==> src/rtl/positional_linear_list_macros.svh <==
// Assertion macros shared by the positional linear list RTL.
`ifndef POSITIONAL_LINEAR_LIST_MACROS_SVH
`define POSITIONAL_LINEAR_LIST_MACROS_SVH
`ifndef SYNTHESIS
`define PLL_ASSERT(lbl, clk, rst, prop, msg) \
   lbl: assert property (@(posedge clk) disable iff (rst) prop) else $error(msg);
`define PLL_ASSERT_NEXT(lbl, clk, rst, ante, cons, msg) \
   lbl: assert property (@(posedge clk) disable iff (rst) ante |=> cons) else $error(msg);
`else
`define PLL_ASSERT(lbl, clk, rst, prop, msg)
`define PLL_ASSERT_NEXT(lbl, clk, rst, ante, cons, msg)
`endif
`endif

==> src/rtl/pll_pkg.sv <==
// Shared types and constants of the positional linear list.
`default_nettype none
package pll_pkg;
   localparam int DEPTH_DEFAULT      = 64;
   localparam int DATA_WIDTH_DEFAULT = 32;
   localparam int POS_W              = 7;
   localparam int VALUE_W            = 32;
   localparam int IDX_MAX_W          = 12;

   typedef enum logic [1:0] {
      OP_INSERT = 2'd0,
      OP_DELETE = 2'd1,
      OP_FIND   = 2'd2,
      OP_SEARCH = 2'd3
   } op_type;

   typedef enum logic [1:0] {
      STAT_OK        = 2'd0,
      STAT_BOUNDS    = 2'd1,
      STAT_FULL      = 2'd2,
      STAT_NOT_FOUND = 2'd3
   } status_type;

   typedef enum logic [1:0] {
      FSM_IDLE,
      FSM_SCAN,
      FSM_EMIT
   } fsm_state_type;

   typedef enum logic [2:0] {
      CELL_HOLD,
      CELL_INSERT,
      CELL_REMOVE,
      CELL_LOAD,
      CELL_SCAN
   } cell_op_type;

   typedef struct packed {
      cell_op_type            op;
      logic [IDX_MAX_W-1:0]   index;
   } cell_cmd_type;

   typedef struct packed {
      fsm_state_type          state;
      logic [IDX_MAX_W:0]     count;
   } ctrl_status_type;
endpackage
`default_nettype wire

==> src/rtl/pll_cell.sv <==
// One list cell: holds one entry and one readout stage of the chain.
`default_nettype none
module pll_cell #(
   parameter int DATA_WIDTH = pll_pkg::DATA_WIDTH_DEFAULT,
   parameter int INDEX      = 0
) (
   input  wire logic                    clock,
   input  wire pll_pkg::cell_cmd_type   cmd,
   input  wire logic [DATA_WIDTH-1:0]   wr_data,
   input  wire logic [DATA_WIDTH-1:0]   left_entry,
   input  wire logic [DATA_WIDTH-1:0]   right_entry,
   input  wire logic [DATA_WIDTH-1:0]   right_link,
   output logic [DATA_WIDTH-1:0]        entry,
   output logic [DATA_WIDTH-1:0]        link
);
   localparam logic [pll_pkg::IDX_MAX_W-1:0] MY_INDEX = pll_pkg::IDX_MAX_W'(INDEX);

   logic [DATA_WIDTH-1:0] entry_ff, entry_in;
   logic [DATA_WIDTH-1:0] link_ff, link_in;

   always_comb begin
      entry_in = entry_ff;
      link_in  = link_ff;
      unique case (cmd.op)
         pll_pkg::CELL_INSERT: begin
            priority if (MY_INDEX > cmd.index) begin
               entry_in = left_entry;
            end else if (MY_INDEX == cmd.index) begin
               entry_in = wr_data;
            end
         end
         pll_pkg::CELL_REMOVE: begin
            if (MY_INDEX >= cmd.index) begin
               entry_in = right_entry;
            end
         end
         pll_pkg::CELL_LOAD: begin
            link_in = entry_ff;
         end
         pll_pkg::CELL_SCAN: begin
            link_in = right_link;
         end
         default: begin
         end
      endcase
   end

   always_ff @(posedge clock) begin
      entry_ff <= entry_in;
      link_ff  <= link_in;
   end

   assign entry = entry_ff;
   assign link  = link_ff;
endmodule
`default_nettype wire

==> config.mk <==
export PLATFORM = sky130hd
export DESIGN_NAME = pll_cell
export DESIGN_NICKNAME = d
export VERILOG_FILES = /design/src/rtl/positional_linear_list_macros.svh /design/src/rtl/pll_pkg.sv /design/src/rtl/pll_cell.sv
export SDC_FILE = /design/constraint.sdc
export NUM_CORES = 1
export LEC_CHECK = 0
export ABC_AREA = 1
export BUFFER_PORTS_ARGS = -buffer_cell sky130_fd_sc_hd__buf_4
export CORE_UTILIZATION = 30
export DETAILED_ROUTE_END_ITERATION = 16
export MAX_ROUTING_LAYER = met4
export SLEW_MARGIN = 20
export SYNTH_ARGS = -nofsm -noshare
export SYNTH_HDL_FRONTEND = slang
export SYNTH_SLANG_ARGS = --single-unit
==> constraint.sdc <==
create_clock -name clock -period 3.69 [get_ports clock]
set_input_delay 0.369 -clock clock [delete_from_list [all_inputs] [get_ports clock]]
set_output_delay 0.369 -clock clock [all_outputs]
set_load 0.05 [all_outputs]
* After elaboration in Yosys (flattened, before gate mapping)
Cells that the tools add are included.
Operators by class: magnitude comparators 2, eq/ne operators 6, mux-type cells 5, reduce and logical (&&, ||, !) cells 4
Operators with widths (count):
- 32-bit case mux with 2 select lines | 2
- 32-bit two-way mux | 3
- 1-bit by 12-bit greater-or-equal comparator with 1-bit output, first input constant | 1
- 1-bit by 12-bit greater-than comparator with 1-bit output, first input constant | 1
- 12-bit logical NOT | 1
- 3-bit by 2-bit == test with 1-bit output, second input constant | 2
- 2-bit nonzero test | 2
- 3-bit by 1-bit == test with 1-bit output, second input constant | 1
- 3-bit == test, second input constant | 1
- 3-bit inequality test, second input constant | 1
- 3-bit AND reduction | 1
- 2-bit inequality test, second input constant | 1
Storage, ports and cells: bits in registers 64, input port bits 144, output and inout bits 64, word-level logic and storage cells 19

* Longest topological paths before layout
word-level depth 4, depth in mapped cells 6

* Worst setup path before layout
OpenSTA, ideal clock, no wires.
path kind input-to-reg, from input cmd[12] (netlist bit), to register link_ff[0] (netlist: link[0]) (enable), arrival 2.710 ns, required time 3.224 ns, setup slack 0.514 ns, stages 2, path buffers 0, path through nand2_1 > o21ai_0
On the way: cells in the longest elaborated chain, start to end 2, elaborated cells on any way between the ends 3
RTL lines:
- from (decl) | RTL line pll_cell.sv:8 | input wire pll_pkg::cell_cmd_type cmd,
- 3-bit == test / 3-bit by 2-bit == test with 1-bit output (equally long branches) | RTL line pll_cell.sv:24 | unique case (cmd.op)
- 2-bit nonzero test (no line) *
- to (signal assigned) | RTL line pll_cell.sv:50 | link_ff <= link_in;
- to (decl) | RTL line pll_cell.sv:19 | logic [DATA_WIDTH-1:0] link_ff, link_in;
Every way passes the cells marked *; elsewhere a longest branch is shown, timed or not. A chain may end at the register's enable or synchronous reset.

* Worst setup path after layout
from input cmd[12] (netlist bit), to register link_ff[20] (netlist: link[20]) (enable)
Same word-level chain as after synthesis.

==> metrics <==
Slowest cell on crit path o21ai_4; Max Fanout on Critical Path 65; Setup TNS Final 0 ps; all-layer global routing usage 15.3%; RSZ-0062 raised after global routing no; Synth Instances 292; Lkg Pwr 0.00220 uW; Synth Register Bits 64; internal power 1300 uW; Sw Ratio 23.0%; vias 2580; Worst Path Required 3640 ps; PD cells 365 mW/mm^2; Chip Width 102 um; CTS sink cnt 64; worst setup margin 1690 ps; clk buf depth 2; Reg power frac 48.4%; unique cell type count in the Yosys netlist 16; Nets 608; cell taking the most area after synthesis edfxtp_1; Hold Path Depth 3; worst vdd ir 0.138 mV; number of max-slew violations in the final report 0; Hold WC Path Type input pin to register; layout cells sized above 1 46.9%; status complete, no violations; reg2reg path depth 2; DP HPWL 5480 um; drt pass-1 iters 4; switching power total 389 uW; DIE AREA 0.0105 mm^2; CP Launch Type input pin; cts bufs inserted 9; Post CTS Setup Buffer Count 0; synth top area cells edfxtp_1, nand2_1, o21ai_2; # DRC 0; Tmin final 2000 ps; FF-to-FF End link[11]; Initial Util 30.8%; pre-CTS WS 1280 ps; Slew HR 30.2%; Area Growth Syn to Fin 53.5%; initial antenna violation count 0; sequential fraction of the synthesis area 63.8%; Final Setup Violations 0; Final period util 54.2%; wire per inst 12.4 um; antenna fix cells 0; vias per cell 4.29; Clock Skew 4.85 ps; gpl congestion 0.723; number of global-route vias before repair 2397; reg-to-reg startpoint entry[11]; worst skew pair latency 330 ps; FF-to-FF setup slack 2850 ps; Final Hold Viols 0; row count 36; final WL 7470 um; first-pass GRT wire length 11600 um; critical path class input pin to register; FMAX 500 MHz; post-CTS sizing 0; pin count of the biggest net entering global routing 66; Congestion Overflow GR 0; Min-Delay Endpoint entry[1]; CP cell instances buf_4 > inv_2 > nand3_2 > buf_4 > o21ai_4; Clk pwr share 38.1%; WHS 292 ps; Worst setup EP type register; Net Count, Synth 436; Max stage delay on crit path 480 ps; core box area 0.00977 mm^2; worst path arrival time 1950 ps; maxcap violations 0; Iter 0 DRT Violations 40; design area 0.00463 mm^2; DRT antenna net count 0; top-area cell type share of the netlist area 63.8%; Synth Cell Area 0.00301 mm^2; CTS clk-pin slew, worst paths 70 ps; Final Util 47.3%; CP dominant cell by count buf_4; Syn Area/Cell 10.3 um^2; Ys Warns 0; H-tree depth 3; placed cell areas 0.00441 mm^2; CTS tree yes; Logic pwr share 13.5%; Clock Tree Root clkbuf_8; hold_buf cts 0; # IOs 208; Worst Hold Launch wr_data[1]; I/O Buffers 175; die height 102 um; worst-margin pin slew 1040 ps
-- synth_stat cells --
cell      count
buf_2         7
buf_6         6
clkbuf_1      3
edfxtp_1     64
inv_1        32
inv_2         2
nand2_1     101
nand2_2       1
nand3_1      33
nand3_2       1
nor2_1        7
nor2_4        1
nor3_1        1
o21ai_0       6
o21ai_1       5
o21ai_2      22
-- kinds of logic (layout without fill, tap and decap cells) --
group	count (synthesis)	count (layout)	synth area share [%]
compound gates	33	33	8.22
flops	64	64	63.8
buf+inv	50	227	8.01
simple gates	145	145	20.0
-- layout by cell type, fill, tap and decap left out --
| master | synthesis | layout |
|---|---|---|
| buf_4 | 0 | 177 |
| nand2_1 | 101 | 101 |
| edfxtp_1 | 64 | 64 |
| nand3_1 | 33 | 33 |
| inv_1 | 32 | 32 |
| o21ai_2 | 22 | 22 |
| clkbuf_8 | 0 | 9 |
| nor2_1 | 7 | 6 |
| o21ai_1 | 5 | 5 |
| o21ai_0 | 6 | 5 |
| inv_2 | 2 | 2 |
| nor2_4 | 1 | 2 |
| bufinv_16 | 0 | 2 |
| clkinvlp_4 | 0 | 2 |
| nand2_2 | 1 | 1 |
| nand3_2 | 1 | 1 |
| o21ai_4 | 0 | 1 |
| nor3_1 | 1 | 1 |
| clkbuf_1 | 3 | 1 |
| clkinv_2 | 0 | 1 |
| clkinv_1 | 0 | 1 |
-- stage by stage --
step,total power (uW),cells
2_1_floorplan,946,292
4_1_cts,1720,602
3_5_place_dp,1070,586
6_report,1690,602
3_3_place_gp,1060,586
5_1_grt,1760,602
-- layout make-up --
class,count,area (um^2)
clock inverters,6,83.8
inverters,34,128
multi-input cells,178,870
flip-flops and latches,64,1920
clock buffers,10,128
repair buffers,177,1330
well taps,133,166
fillers,932,5150
-- flip-flops by register name (all words and copies together) (netlist names) --
| name | flops |
|---|---|
| entry | 32 |
| link | 32 |
-- worst max-delay path: cells and delay by family --
family | cells | cell delay (ps)
buf+inv | 3 | 950
simple gates | 1 | 120
compound gates | 1 | 480
-- power groups by stage --
stage          clock, uW  sequential, uW  combinational, uW
6_report             644             818                228
5_1_grt              692             818                251
3_5_place_dp           0             834                232
3_3_place_gp           0             833                228
2_1_floorplan          0             869               77.1
4_1_cts              668             818                232
-- worst max-delay path by stage --
stage / endpoint / cells after the start / slack [ps] / startpoint
after floorplan: link[0] / 2 / 510 / cmd[12]
after global placement: link[11] / 5 / 1320 / cmd[12]
after detailed placement: link[11] / 5 / 1280 / cmd[12]
after CTS: link[14] / 5 / 1640 / cmd[12]
after global routing: link[20] / 5 / 1500 / cmd[12]
final: link[20] / 5 / 1690 / cmd[12]
-- routing by layer --
layer	wire, um	global-route usage (%)	up-vias
li1	-	-	1306
met1	2990	17.2	1154
met2	3870	26.1	107
met3	448	3.08	13
met4	160	6.81	0
met5	0	-	-
(Power assumes the default switching activity.)
