$ cat config.mk
export PLATFORM = sky130hd
export DESIGN_NAME = pll_ctrl_flat
export DESIGN_NICKNAME = d
export VERILOG_FILES = /design/src/rtl/positional_linear_list_macros.svh /design/src/rtl/pll_pkg.sv /design/src/rtl/pll_ifs.sv /design/src/rtl/pll_ctrl.sv /design/src/flat_wrapper.sv
export SDC_FILE = /design/constraint.sdc
export NUM_CORES = 1
export LEC_CHECK = 0
export BUFFER_PORTS_ARGS = -buffer_cell sky130_fd_sc_hd__clkbuf_2
export CAP_MARGIN = 10
export CORE_UTILIZATION = 32
export DETAILED_ROUTE_END_ITERATION = 6
export MAX_ROUTING_LAYER = met4
export PLACE_DENSITY = 0.56
export REMOVE_ABC_BUFFERS = 1
export SYNTH_ARGS = -nofsm -noshare
export SYNTH_HDL_FRONTEND = slang
export SYNTH_SLANG_ARGS = --single-unit
$ cat constraint.sdc
create_clock -name clock -period 5.16 [get_ports clock]
set_clock_uncertainty 0.15 [all_clocks]
set_input_delay 0.258 -clock clock [delete_from_list [all_inputs] [get_ports clock]]
set_output_delay 0.258 -clock clock [all_outputs]
set_load 0.02 [all_outputs]
$ cat src/rtl/positional_linear_list_macros.svh
// Assertion macros shared by the positional linear list RTL.
`ifndef POSITIONAL_LINEAR_LIST_MACROS_SVH
`define POSITIONAL_LINEAR_LIST_MACROS_SVH
`ifndef SYNTHESIS
`define PLL_ASSERT(lbl, clk, rst, prop, msg) \
   lbl: assert property (@(posedge clk) disable iff (rst) prop) else $error(msg);
`define PLL_ASSERT_NEXT(lbl, clk, rst, ante, cons, msg) \
   lbl: assert property (@(posedge clk) disable iff (rst) ante |=> cons) else $error(msg);
`else
`define PLL_ASSERT(lbl, clk, rst, prop, msg)
`define PLL_ASSERT_NEXT(lbl, clk, rst, ante, cons, msg)
`endif
`endif

$ cat src/rtl/pll_pkg.sv
// Shared types and constants of the positional linear list.
`default_nettype none
package pll_pkg;
   localparam int DEPTH_DEFAULT      = 64;
   localparam int DATA_WIDTH_DEFAULT = 32;
   localparam int POS_W              = 7;
   localparam int VALUE_W            = 32;
   localparam int IDX_MAX_W          = 12;

   typedef enum logic [1:0] {
      OP_INSERT = 2'd0,
      OP_DELETE = 2'd1,
      OP_FIND   = 2'd2,
      OP_SEARCH = 2'd3
   } op_type;

   typedef enum logic [1:0] {
      STAT_OK        = 2'd0,
      STAT_BOUNDS    = 2'd1,
      STAT_FULL      = 2'd2,
      STAT_NOT_FOUND = 2'd3
   } status_type;

   typedef enum logic [1:0] {
      FSM_IDLE,
      FSM_SCAN,
      FSM_EMIT
   } fsm_state_type;

   typedef enum logic [2:0] {
      CELL_HOLD,
      CELL_INSERT,
      CELL_REMOVE,
      CELL_LOAD,
      CELL_SCAN
   } cell_op_type;

   typedef struct packed {
      cell_op_type            op;
      logic [IDX_MAX_W-1:0]   index;
   } cell_cmd_type;

   typedef struct packed {
      fsm_state_type          state;
      logic [IDX_MAX_W:0]     count;
   } ctrl_status_type;
endpackage
`default_nettype wire

$ cat src/rtl/pll_ifs.sv
// Request and response channel interfaces of the positional linear list.
`default_nettype none
interface pll_req_if;
   logic                                 valid;
   logic                                 ready;
   logic [1:0]                           opcode;
   logic [pll_pkg::POS_W-1:0]            position;
   logic signed [pll_pkg::VALUE_W-1:0]   value;

   modport source (output valid, output opcode, output position, output value, input ready);
   modport sink (input valid, input opcode, input position, input value, output ready);
endinterface

interface pll_rsp_if;
   logic                                 valid;
   logic                                 ready;
   logic [1:0]                           status;
   logic signed [pll_pkg::VALUE_W-1:0]   result_value;
   logic [pll_pkg::POS_W-1:0]            result_position;
   logic [pll_pkg::POS_W-1:0]            list_length;
   logic                                 list_empty;

   modport source (output valid, output status, output result_value, output result_position,
                   output list_length, output list_empty, input ready);
   modport sink (input valid, input status, input result_value, input result_position,
                 input list_length, input list_empty, output ready);
endinterface
`default_nettype wire

$ cat src/rtl/pll_ctrl.sv
// Request sequencer, length counter and response register of the list.
`default_nettype none
module pll_ctrl #(
   parameter int DEPTH      = pll_pkg::DEPTH_DEFAULT,
   parameter int DATA_WIDTH = pll_pkg::DATA_WIDTH_DEFAULT
) (
   input  wire logic                     clock,
   input  wire logic                     reset,
   pll_req_if.sink                       req_chan,
   pll_rsp_if.source                     rsp_chan,
   output pll_pkg::cell_cmd_type         cell_cmd,
   output logic [DATA_WIDTH-1:0]         cell_data,
   input  wire logic [DATA_WIDTH-1:0]    head_link,
   output pll_pkg::ctrl_status_type      ctrl_stat
);
   localparam int IDX_W = $clog2(DEPTH);
   localparam int CNT_W = $clog2(DEPTH + 1);
   localparam int POS_W = pll_pkg::POS_W;
   localparam int VAL_W = pll_pkg::VALUE_W;
   localparam int CMP_W = (CNT_W > POS_W) ? CNT_W : POS_W;
   localparam logic [CNT_W-1:0] FULL_COUNT = CNT_W'(DEPTH);

   pll_pkg::fsm_state_type state_ff, state_in;
   logic [CNT_W-1:0]       count_ff, count_in;
   logic [IDX_W-1:0]       step_ff, step_in;
   logic [IDX_W-1:0]       target_ff, target_in;
   pll_pkg::op_type        op_ff, op_in;
   logic [DATA_WIDTH-1:0]  key_ff, key_in;
   pll_pkg::status_type    res_status_ff, res_status_in;
   logic [VAL_W-1:0]       res_value_ff, res_value_in;
   logic [POS_W-1:0]       res_pos_ff, res_pos_in;
   logic                   rsp_valid_ff, rsp_valid_in;
   pll_pkg::status_type    rsp_status_ff, rsp_status_in;
   logic [VAL_W-1:0]       rsp_value_ff, rsp_value_in;
   logic [POS_W-1:0]       rsp_pos_ff, rsp_pos_in;
   logic [POS_W-1:0]       rsp_length_ff, rsp_length_in;
   logic                   rsp_empty_ff, rsp_empty_in;

   logic                   req_fire;
   pll_pkg::op_type        req_op;
   logic [63:0]            req_wide;
   logic [DATA_WIDTH-1:0]  req_key;
   logic [CMP_W-1:0]       req_pos_ext;
   logic [CMP_W-1:0]       count_ext;
   logic                   pos_zero;
   logic                   pos_past;
   logic [63:0]            head_wide;
   logic [VAL_W-1:0]       head_out;
   logic [CNT_W-1:0]       step_next_cnt;
   logic                   step_last;
   logic                   step_hit;
   logic                   key_hit;
   logic                   rsp_free;

   assign req_fire      = req_chan.valid && req_chan.ready;
   assign req_op        = pll_pkg::op_type'(req_chan.opcode);
   assign req_wide      = 64'(req_chan.value);
   assign req_key       = req_wide[DATA_WIDTH-1:0];
   assign req_pos_ext   = CMP_W'(req_chan.position);
   assign count_ext     = CMP_W'(count_ff);
   assign pos_zero      = (req_chan.position == '0);
   assign pos_past      = (req_pos_ext > count_ext);
   assign head_wide     = 64'($signed(head_link));
   assign head_out      = head_wide[VAL_W-1:0];
   assign step_next_cnt = CNT_W'(step_ff) + CNT_W'(1);
   assign step_last     = (step_next_cnt == count_ff);
   assign step_hit      = (step_ff == target_ff);
   assign key_hit       = (head_link == key_ff);
   assign rsp_free      = !rsp_valid_ff || rsp_chan.ready;

   always_comb begin
      state_in = state_ff;
      unique case (state_ff)
         pll_pkg::FSM_IDLE: begin
            if (req_fire) begin
               unique case (req_op)
                  pll_pkg::OP_INSERT: state_in = pll_pkg::FSM_EMIT;
                  pll_pkg::OP_DELETE,
                  pll_pkg::OP_FIND: begin
                     state_in = (pos_zero || pos_past) ? pll_pkg::FSM_EMIT : pll_pkg::FSM_SCAN;
                  end
                  pll_pkg::OP_SEARCH: begin
                     state_in = (count_ff == '0) ? pll_pkg::FSM_EMIT : pll_pkg::FSM_SCAN;
                  end
                  default: state_in = pll_pkg::FSM_EMIT;
               endcase
            end
         end
         pll_pkg::FSM_SCAN: begin
            if (op_ff == pll_pkg::OP_SEARCH) begin
               if (key_hit || step_last) begin
                  state_in = pll_pkg::FSM_EMIT;
               end
            end else if (step_hit) begin
               state_in = pll_pkg::FSM_EMIT;
            end
         end
         pll_pkg::FSM_EMIT: begin
            if (rsp_free) begin
               state_in = pll_pkg::FSM_IDLE;
            end
         end
         default: state_in = pll_pkg::FSM_IDLE;
      endcase
   end

   always_comb begin
      req_chan.ready = (state_ff == pll_pkg::FSM_IDLE);
      cell_cmd       = '{op: pll_pkg::CELL_HOLD, index: '0};
      cell_data      = req_key;
      count_in       = count_ff;
      step_in        = step_ff;
      target_in      = target_ff;
      op_in          = op_ff;
      key_in         = key_ff;
      res_status_in  = res_status_ff;
      res_value_in   = res_value_ff;
      res_pos_in     = res_pos_ff;
      rsp_valid_in   = rsp_valid_ff && !rsp_chan.ready;
      rsp_status_in  = rsp_status_ff;
      rsp_value_in   = rsp_value_ff;
      rsp_pos_in     = rsp_pos_ff;
      rsp_length_in  = rsp_length_ff;
      rsp_empty_in   = rsp_empty_ff;
      unique case (state_ff)
         pll_pkg::FSM_IDLE: begin
            if (req_fire) begin
               op_in         = req_op;
               key_in        = req_key;
               target_in     = IDX_W'(req_pos_ext - CMP_W'(1));
               step_in       = '0;
               res_value_in  = '0;
               res_pos_in    = '0;
               res_status_in = pll_pkg::STAT_OK;
               unique case (req_op)
                  pll_pkg::OP_INSERT: begin
                     priority if (pos_past) begin
                        res_status_in = pll_pkg::STAT_BOUNDS;
                     end else if (count_ff == FULL_COUNT) begin
                        res_status_in = pll_pkg::STAT_FULL;
                     end else begin
                        cell_cmd = '{op: pll_pkg::CELL_INSERT,
                                     index: pll_pkg::IDX_MAX_W'(req_chan.position)};
                        count_in = count_ff + CNT_W'(1);
                     end
                  end
                  pll_pkg::OP_DELETE,
                  pll_pkg::OP_FIND: begin
                     if (pos_zero || pos_past) begin
                        res_status_in = pll_pkg::STAT_BOUNDS;
                     end else begin
                        cell_cmd.op = pll_pkg::CELL_LOAD;
                     end
                  end
                  pll_pkg::OP_SEARCH: begin
                     if (count_ff == '0) begin
                        res_status_in = pll_pkg::STAT_NOT_FOUND;
                     end else begin
                        cell_cmd.op = pll_pkg::CELL_LOAD;
                     end
                  end
                  default: begin
                  end
               endcase
            end
         end
         pll_pkg::FSM_SCAN: begin
            if (op_ff == pll_pkg::OP_SEARCH) begin
               priority if (key_hit) begin
                  res_value_in = head_out;
                  res_pos_in   = POS_W'(step_next_cnt);
               end else if (step_last) begin
                  res_status_in = pll_pkg::STAT_NOT_FOUND;
               end else begin
                  cell_cmd.op = pll_pkg::CELL_SCAN;
                  step_in     = step_ff + IDX_W'(1);
               end
            end else if (step_hit) begin
               res_value_in = head_out;
               if (op_ff == pll_pkg::OP_DELETE) begin
                  cell_cmd = '{op: pll_pkg::CELL_REMOVE,
                               index: pll_pkg::IDX_MAX_W'(target_ff)};
                  count_in = count_ff - CNT_W'(1);
               end
            end else begin
               cell_cmd.op = pll_pkg::CELL_SCAN;
               step_in     = step_ff + IDX_W'(1);
            end
         end
         pll_pkg::FSM_EMIT: begin
            if (rsp_free) begin
               rsp_valid_in  = 1'b1;
               rsp_status_in = res_status_ff;
               rsp_value_in  = res_value_ff;
               rsp_pos_in    = res_pos_ff;
               rsp_length_in = POS_W'(count_ff);
               rsp_empty_in  = (count_ff == '0);
            end
         end
         default: begin
         end
      endcase
   end

   always_ff @(posedge clock) begin
      if (reset) begin
         state_ff     <= pll_pkg::FSM_IDLE;
         count_ff     <= '0;
         rsp_valid_ff <= 1'b0;
      end else begin
         state_ff     <= state_in;
         count_ff     <= count_in;
         rsp_valid_ff <= rsp_valid_in;
      end
   end

   always_ff @(posedge clock) begin
      step_ff       <= step_in;
      target_ff     <= target_in;
      op_ff         <= op_in;
      key_ff        <= key_in;
      res_status_ff <= res_status_in;
      res_value_ff  <= res_value_in;
      res_pos_ff    <= res_pos_in;
      rsp_status_ff <= rsp_status_in;
      rsp_value_ff  <= rsp_value_in;
      rsp_pos_ff    <= rsp_pos_in;
      rsp_length_ff <= rsp_length_in;
      rsp_empty_ff  <= rsp_empty_in;
   end

   assign rsp_chan.valid           = rsp_valid_ff;
   assign rsp_chan.status          = rsp_status_ff;
   assign rsp_chan.result_value    = rsp_value_ff;
   assign rsp_chan.result_position = rsp_pos_ff;
   assign rsp_chan.list_length     = rsp_length_ff;
   assign rsp_chan.list_empty      = rsp_empty_ff;

   assign ctrl_stat.state = state_ff;
   assign ctrl_stat.count = (pll_pkg::IDX_MAX_W + 1)'(count_ff);
endmodule
`default_nettype wire

$ cat src/flat_wrapper.sv
// flat-port wrapper written by rule: the top's interface ports become plain ports
module pll_ctrl_flat 
#(
   parameter int DEPTH      = pll_pkg::DEPTH_DEFAULT,
   parameter int DATA_WIDTH = pll_pkg::DATA_WIDTH_DEFAULT
)
  (clock, reset, cell_cmd, cell_data, head_link, ctrl_stat, req_chan_valid, req_chan_opcode, req_chan_position, req_chan_value, req_chan_ready, rsp_chan_valid, rsp_chan_status, rsp_chan_result_value, rsp_chan_result_position, rsp_chan_list_length, rsp_chan_list_empty, rsp_chan_ready);
  pll_req_if req_chan_i ();
  pll_rsp_if rsp_chan_i ();
  input  wire logic clock;
  input  wire logic reset;
  output pll_pkg::cell_cmd_type cell_cmd;
  output logic [DATA_WIDTH-1:0] cell_data;
  input  wire logic [DATA_WIDTH-1:0] head_link;
  output pll_pkg::ctrl_status_type ctrl_stat;
  input wire logic [$bits(req_chan_i.valid)-1:0] req_chan_valid;
  input wire logic [$bits(req_chan_i.opcode)-1:0] req_chan_opcode;
  input wire logic [$bits(req_chan_i.position)-1:0] req_chan_position;
  input wire logic [$bits(req_chan_i.value)-1:0] req_chan_value;
  output wire logic [$bits(req_chan_i.ready)-1:0] req_chan_ready;
  output wire logic [$bits(rsp_chan_i.valid)-1:0] rsp_chan_valid;
  output wire logic [$bits(rsp_chan_i.status)-1:0] rsp_chan_status;
  output wire logic [$bits(rsp_chan_i.result_value)-1:0] rsp_chan_result_value;
  output wire logic [$bits(rsp_chan_i.result_position)-1:0] rsp_chan_result_position;
  output wire logic [$bits(rsp_chan_i.list_length)-1:0] rsp_chan_list_length;
  output wire logic [$bits(rsp_chan_i.list_empty)-1:0] rsp_chan_list_empty;
  input wire logic [$bits(rsp_chan_i.ready)-1:0] rsp_chan_ready;
  assign req_chan_i.valid = req_chan_valid;
  assign req_chan_i.opcode = req_chan_opcode;
  assign req_chan_i.position = req_chan_position;
  assign req_chan_i.value = req_chan_value;
  assign req_chan_ready = req_chan_i.ready;
  assign rsp_chan_valid = rsp_chan_i.valid;
  assign rsp_chan_status = rsp_chan_i.status;
  assign rsp_chan_result_value = rsp_chan_i.result_value;
  assign rsp_chan_result_position = rsp_chan_i.result_position;
  assign rsp_chan_list_length = rsp_chan_i.list_length;
  assign rsp_chan_list_empty = rsp_chan_i.list_empty;
  assign rsp_chan_i.ready = rsp_chan_ready;
  pll_ctrl #(.DEPTH(DEPTH), .DATA_WIDTH(DATA_WIDTH)) u_core (.clock(clock), .reset(reset), .req_chan(req_chan_i), .rsp_chan(rsp_chan_i), .cell_cmd(cell_cmd), .cell_data(cell_data), .head_link(head_link), .ctrl_stat(ctrl_stat));
endmodule
### Word level (Yosys, flattened, before mapping)

Cells that the tools add are included.

| storage, ports and cells | value |
|---|---|
| output and inout bits | 113 |
| register bits after elaboration | 146 |
| word-level logic and storage cells | 130 |

| operators by class | value |
|---|---|
| equal/unequal tests | 29 |
| $add $sub $neg | 5 |
| order comparisons | 1 |
| reduce and logical (&&, ||, !) cells | 21 |
| mux-type cells | 59 |

Operator list:

| cell | number |
|---|---|
| 2-to-1 mux 32 bit | 4 |
| 2-to-1 mux 7 bit | 10 |
| one-hot mux 32 bit (2 select lines) | 1 |
| 2-to-1 mux 12 bit | 3 |
| == test 32 bit | 1 |
| 2-to-1 mux 2 bit | 16 |
| 2-to-1 mux 15 bit | 2 |
| 2-to-1 mux 6 bit | 5 |
| one-hot mux 15 bit (2 select lines) | 1 |
| one-hot mux 7 bit (2 select lines) | 2 |
| one-hot mux 2 bit (3 select lines) | 3 |
| zero test 7 bit | 2 |
| 2-to-1 mux 14 bit | 1 |
| 2-to-1 mux 13 bit | 1 |
| 2-to-1 mux 3 bit | 4 |
| inequality test 2 x 1 -> 1 bit, second input constant | 6 |
| inequality test 2 bit, second input constant | 6 |
| inequality test 3 bit, second input constant | 4 |
| one-hot mux 6 bit (2 select lines) | 1 |
| AND reduction 4 bit | 3 |
| AND reduction 5 bit | 2 |
| one-hot mux 3 bit (3 select lines) | 1 |
| == test 2 bit, second input constant | 4 |
| AND reduction 8 bit | 1 |
| 21 further kinds | 31 |

### Logic depth before layout (Yosys ltp)

| logic depth | value |
|---|---|
| word-level depth | 6 |
| gate-level depth with buffers | 12 |
| gate-level depth less buffers | 9 |

### Worst setup path before layout

OpenSTA, ideal clock, no wires.

| timing | value |
|---|---|
| path type | register -> register |
| start point | register u_core.key_ff[17] |
| end point | register u_core.res_value_ff[0], enable pin |
| stages on the path, launching flop included | 6 |
| slack | 1.641 ns |
| data arrival time | 2.928 ns |
| cell sequence | edfxtp_1 > xor2_1 > nor4_1 > nand4_1 > or3_1 > a31oi_1 |

| on the way | value |
|---|---|
| longest elaborated chain between the ends | 3 |

Ends and longest elaborated chain:

| item | line | RTL |
|---|---|---|
| from (decl) | pll_ctrl.sv:28 | `logic [DATA_WIDTH-1:0] key_ff, key_in;` |
| from (signal assigned) | pll_ctrl.sv:221 | `key_ff <= key_in;` |
| == test 32 bit | pll_ctrl.sv:68 | `assign key_hit = (head_link == key_ff);` |
| inequality test 3 x 2 -> 1 bit (no line) | - |  |
| AND reduction 4 bit (no line) | - |  |
| to (signal assigned) | pll_ctrl.sv:223 | `res_value_ff <= res_value_in;` |
| to (decl) | pll_ctrl.sv:30 | `logic [VAL_W-1:0] res_value_ff, res_value_in;` |

Every way passes these cells.
A chain may end at the register's enable or synchronous reset.

==> reports/results.ini <==
[outcome]
run_status = complete, no violations

[logic_synthesis]
synth.largest_area_cell = edfxtp_1
syn_area_mm2 = 0.00660
synth.distinct_cells = 54
syn_inst = 477
synth_area_leaders = edfxtp_1 62%, buf_4 5.0%, xor2_1 4.8%
ys_warn_count = 0
synth-edff-count = 136
yosysSeqAreaShare = 0.649
synthTopCellsByCount = 136 x edfxtp_1, 44 x buf_4, 38 x and2_1
synth_top_area_share = 0.619
ys_ff_latch = 146
synthArstFlopShare = 0
synth_most_common_cell = edfxtp_1
ys.flop_type = edfxtp_1
avgSynthCellArea_um2 = 13.8

[floorplan]
die_y_um = 146
ios = 190
num_rows = 52
core_area_mm2 = 0.0202
start_util = 0.326
fp.dieArea_mm2 = 0.0212
fp.dieW_um = 146

[global_routing]
antenna_found_initial = 0
grt.total_usage = 0.150
grt_pass1_wl_um = 23500
grt_pass1_vias = 4494
grt_overflow = 0
grt_max_degree = 44

[timing]
timing.final.ws_setup_ps = 1590
hold_viol_final = 0
fmaxAchievable_mhz = 280
tns_ps = 0
rsz0062_at_grt = no
hold_ws_ps = 21.9
final-setup-viol-count = 0
layout_min_cycle_time_ps = 3570
slew_headroom = 0.282
drv_slew = 0
worstMarginPinSlew_ps = 1080
min_period_over_period = 0.691

[cts]
cts-root-buf = clkbuf_16
cts_sinks = 146
cts_max_level = 4
post_cts_buffers = 0
clk_latency_ps = 410
cts-buffers-inserted = 17
ctsHoldBuffers = 45
cts_tree = done
clk_pin_slew_ps = 60
ctsResizeCount = 0
clockBufferDepth = 2

[setup_path]
cp-end-kind = output pin
crit_arrival_ps = 3160
startpoint_type = flop
path_max_fanout = 7
cp_data_required_time_ps = 4750
crit_type = reg2out

[detailed_routing]
vias_per_cell = 4.56
num_vias = 4396
drc = 0
ant_nets = 0
drtPass1Iterations = 4
drt_iter0_markers = 193
wl_per_cell_um = 15.5
wl_um = 14900

[flow_run]
maxCapViolations = 0

[power_and_ir_drop]
p_comb_frac = 0.146
p_leak_nw = 3.51
swShare = 0.250
internal_power_mw = 2.44
irDropWorstVdd_v = 0.000180
seq_power_share = 0.470
power_frac_clock = 0.384
powerDensity_mw_per_mm2 = 378
power.switching_mw = 0.815

[layout]
final_nets = 777
drive_gt1_frac = 0.317
syn_to_final_growth_pct = 30.4
diodes = 0

[min_path]
hold_path.class = in2reg

[placement]
hpwl_um = 10700
port_buffers = 178
place_congestion = 0.830
post-place-ws_ps = 1950

-- area by class of cell --
cell class / count / area, µm²
timing repair buffer: 227 / 1380
clock inverter: 10 / 159
sequential: 146 / 4280
fill: 1902 / 11600
tap: 270 / 338
multi-input combinational: 274 / 1950
clock buffer: 20 / 437
inverter: 16 / 61.3
-- worst max-delay path: stages (launching register included) --
cell	delay [ps]
dfxtp_1	500
inv_1	210
ha_1	340
and3_1	250
and2_1	150
o211ai_1	110
nor3_1	760
a22o_1	250
clkbuf_2	170
-- metal layers --
layer | share of wire | track usage | up-vias | wire length, µm
met5 | 0 | - | - | 0
met4 | 0.012 | 0.0468 | 0 | 178
met3 | 0.047 | 0.0392 | 12 | 702
met2 | 0.51 | 0.255 | 148 | 7600
met1 | 0.43 | 0.173 | 2139 | 6450
li1 | - | - | 2097 | -
-- registers in the layout, indices dropped and copies added (netlist names) --
register,cells
u_core.count_ext,7
u_core.key_ff,32
u_core.op_ff,2
u_core.res_pos_ff,7
u_core.res_status_ff,2
u_core.res_value_ff,32
u_core.rsp_chan.list_empty,1
u_core.rsp_chan.list_length,7
u_core.rsp_chan.result_position,7
u_core.rsp_chan.result_value,32
u_core.rsp_chan.status,2
u_core.rsp_chan.valid,1
u_core.state_ff,2
u_core.step_ff,6
u_core.target_ff,6
-- power by group through the flow --
stage          clock network (mW)  registers, mW  logic, mW
2_1_floorplan                   0           1.60      0.203
3_3_place_gp                    0           1.55      0.443
3_5_place_dp                    0           1.55      0.452
4_1_cts                      1.28           1.53      0.480
5_1_grt                      1.33           1.54      0.520
6_report                     1.25           1.53      0.477
-- stage by stage --
| step | instances | utilization | cell area, µm² | total power [mW] |
|---|---|---|---|---|
| after detailed placement | 885 | 0.372 | 7530 | 2.01 |
| after floorplan | 436 | - | 6270 | 1.80 |
| after CTS | 960 | 0.424 | 8570 | 3.29 |
| after global placement | 885 | 0.372 | 7530 | 1.99 |
| final | 963 | 0.425 | 8600 | 3.25 |
| after global routing | 963 | 0.425 | 8600 | 3.39 |
-- cell usage in the layout, fill, tap and decap left out, drive strengths merged, types with 3 or more instances in the layout --
cell,synthesis,routed
nor4,12,12
nand2b,9,9
and2,38,38
nor2,26,26
dfxtp,10,10
a31oi,3,3
bufinv,0,4
nand2,15,15
o21ai,9,9
ha,17,17
edfxtp,136,136
xnor2,19,19
a22o,6,6
inv,15,17
o31ai,3,3
dlygate4sd3,0,48
nand3,8,8
nand4,5,5
nor3,6,6
conb,1,11
xor2,36,36
clkinv,1,4
a21o,3,3
clkbuf,6,198
a21oi,17,17
-- worst paths after layout --
check / end / from / depth (start not counted) / slack [ps]
max: cell_cmd[0] / u_core.count_ext[6] / 8 / 1590
min: u_core.res_value_ff[25] / head_link[25] / 2 / 20
max reg2reg: u_core.count_ext[5] / u_core.state_ff[1] / 9 / 1940
min reg2reg: u_core.rsp_chan.result_value[28] / u_core.res_value_ff[28] / 0 / 260
-- kinds of logic (layout without fill, tap and decap cells) --
group	Yosys count	after routing	share of synthesized area
muxes	1	1	0.00171
and+or+nand+nor	129	129	0.111
DFF	146	146	0.649
AOI/OAI and AO/OA	59	59	0.0597
buffers and inverters	67	273	0.0645
other	1	11	0.000568
xor gates and xnor gates	56	56	0.0776
adders and majority gates	18	18	0.0353
(Power assumes the default switching activity.)
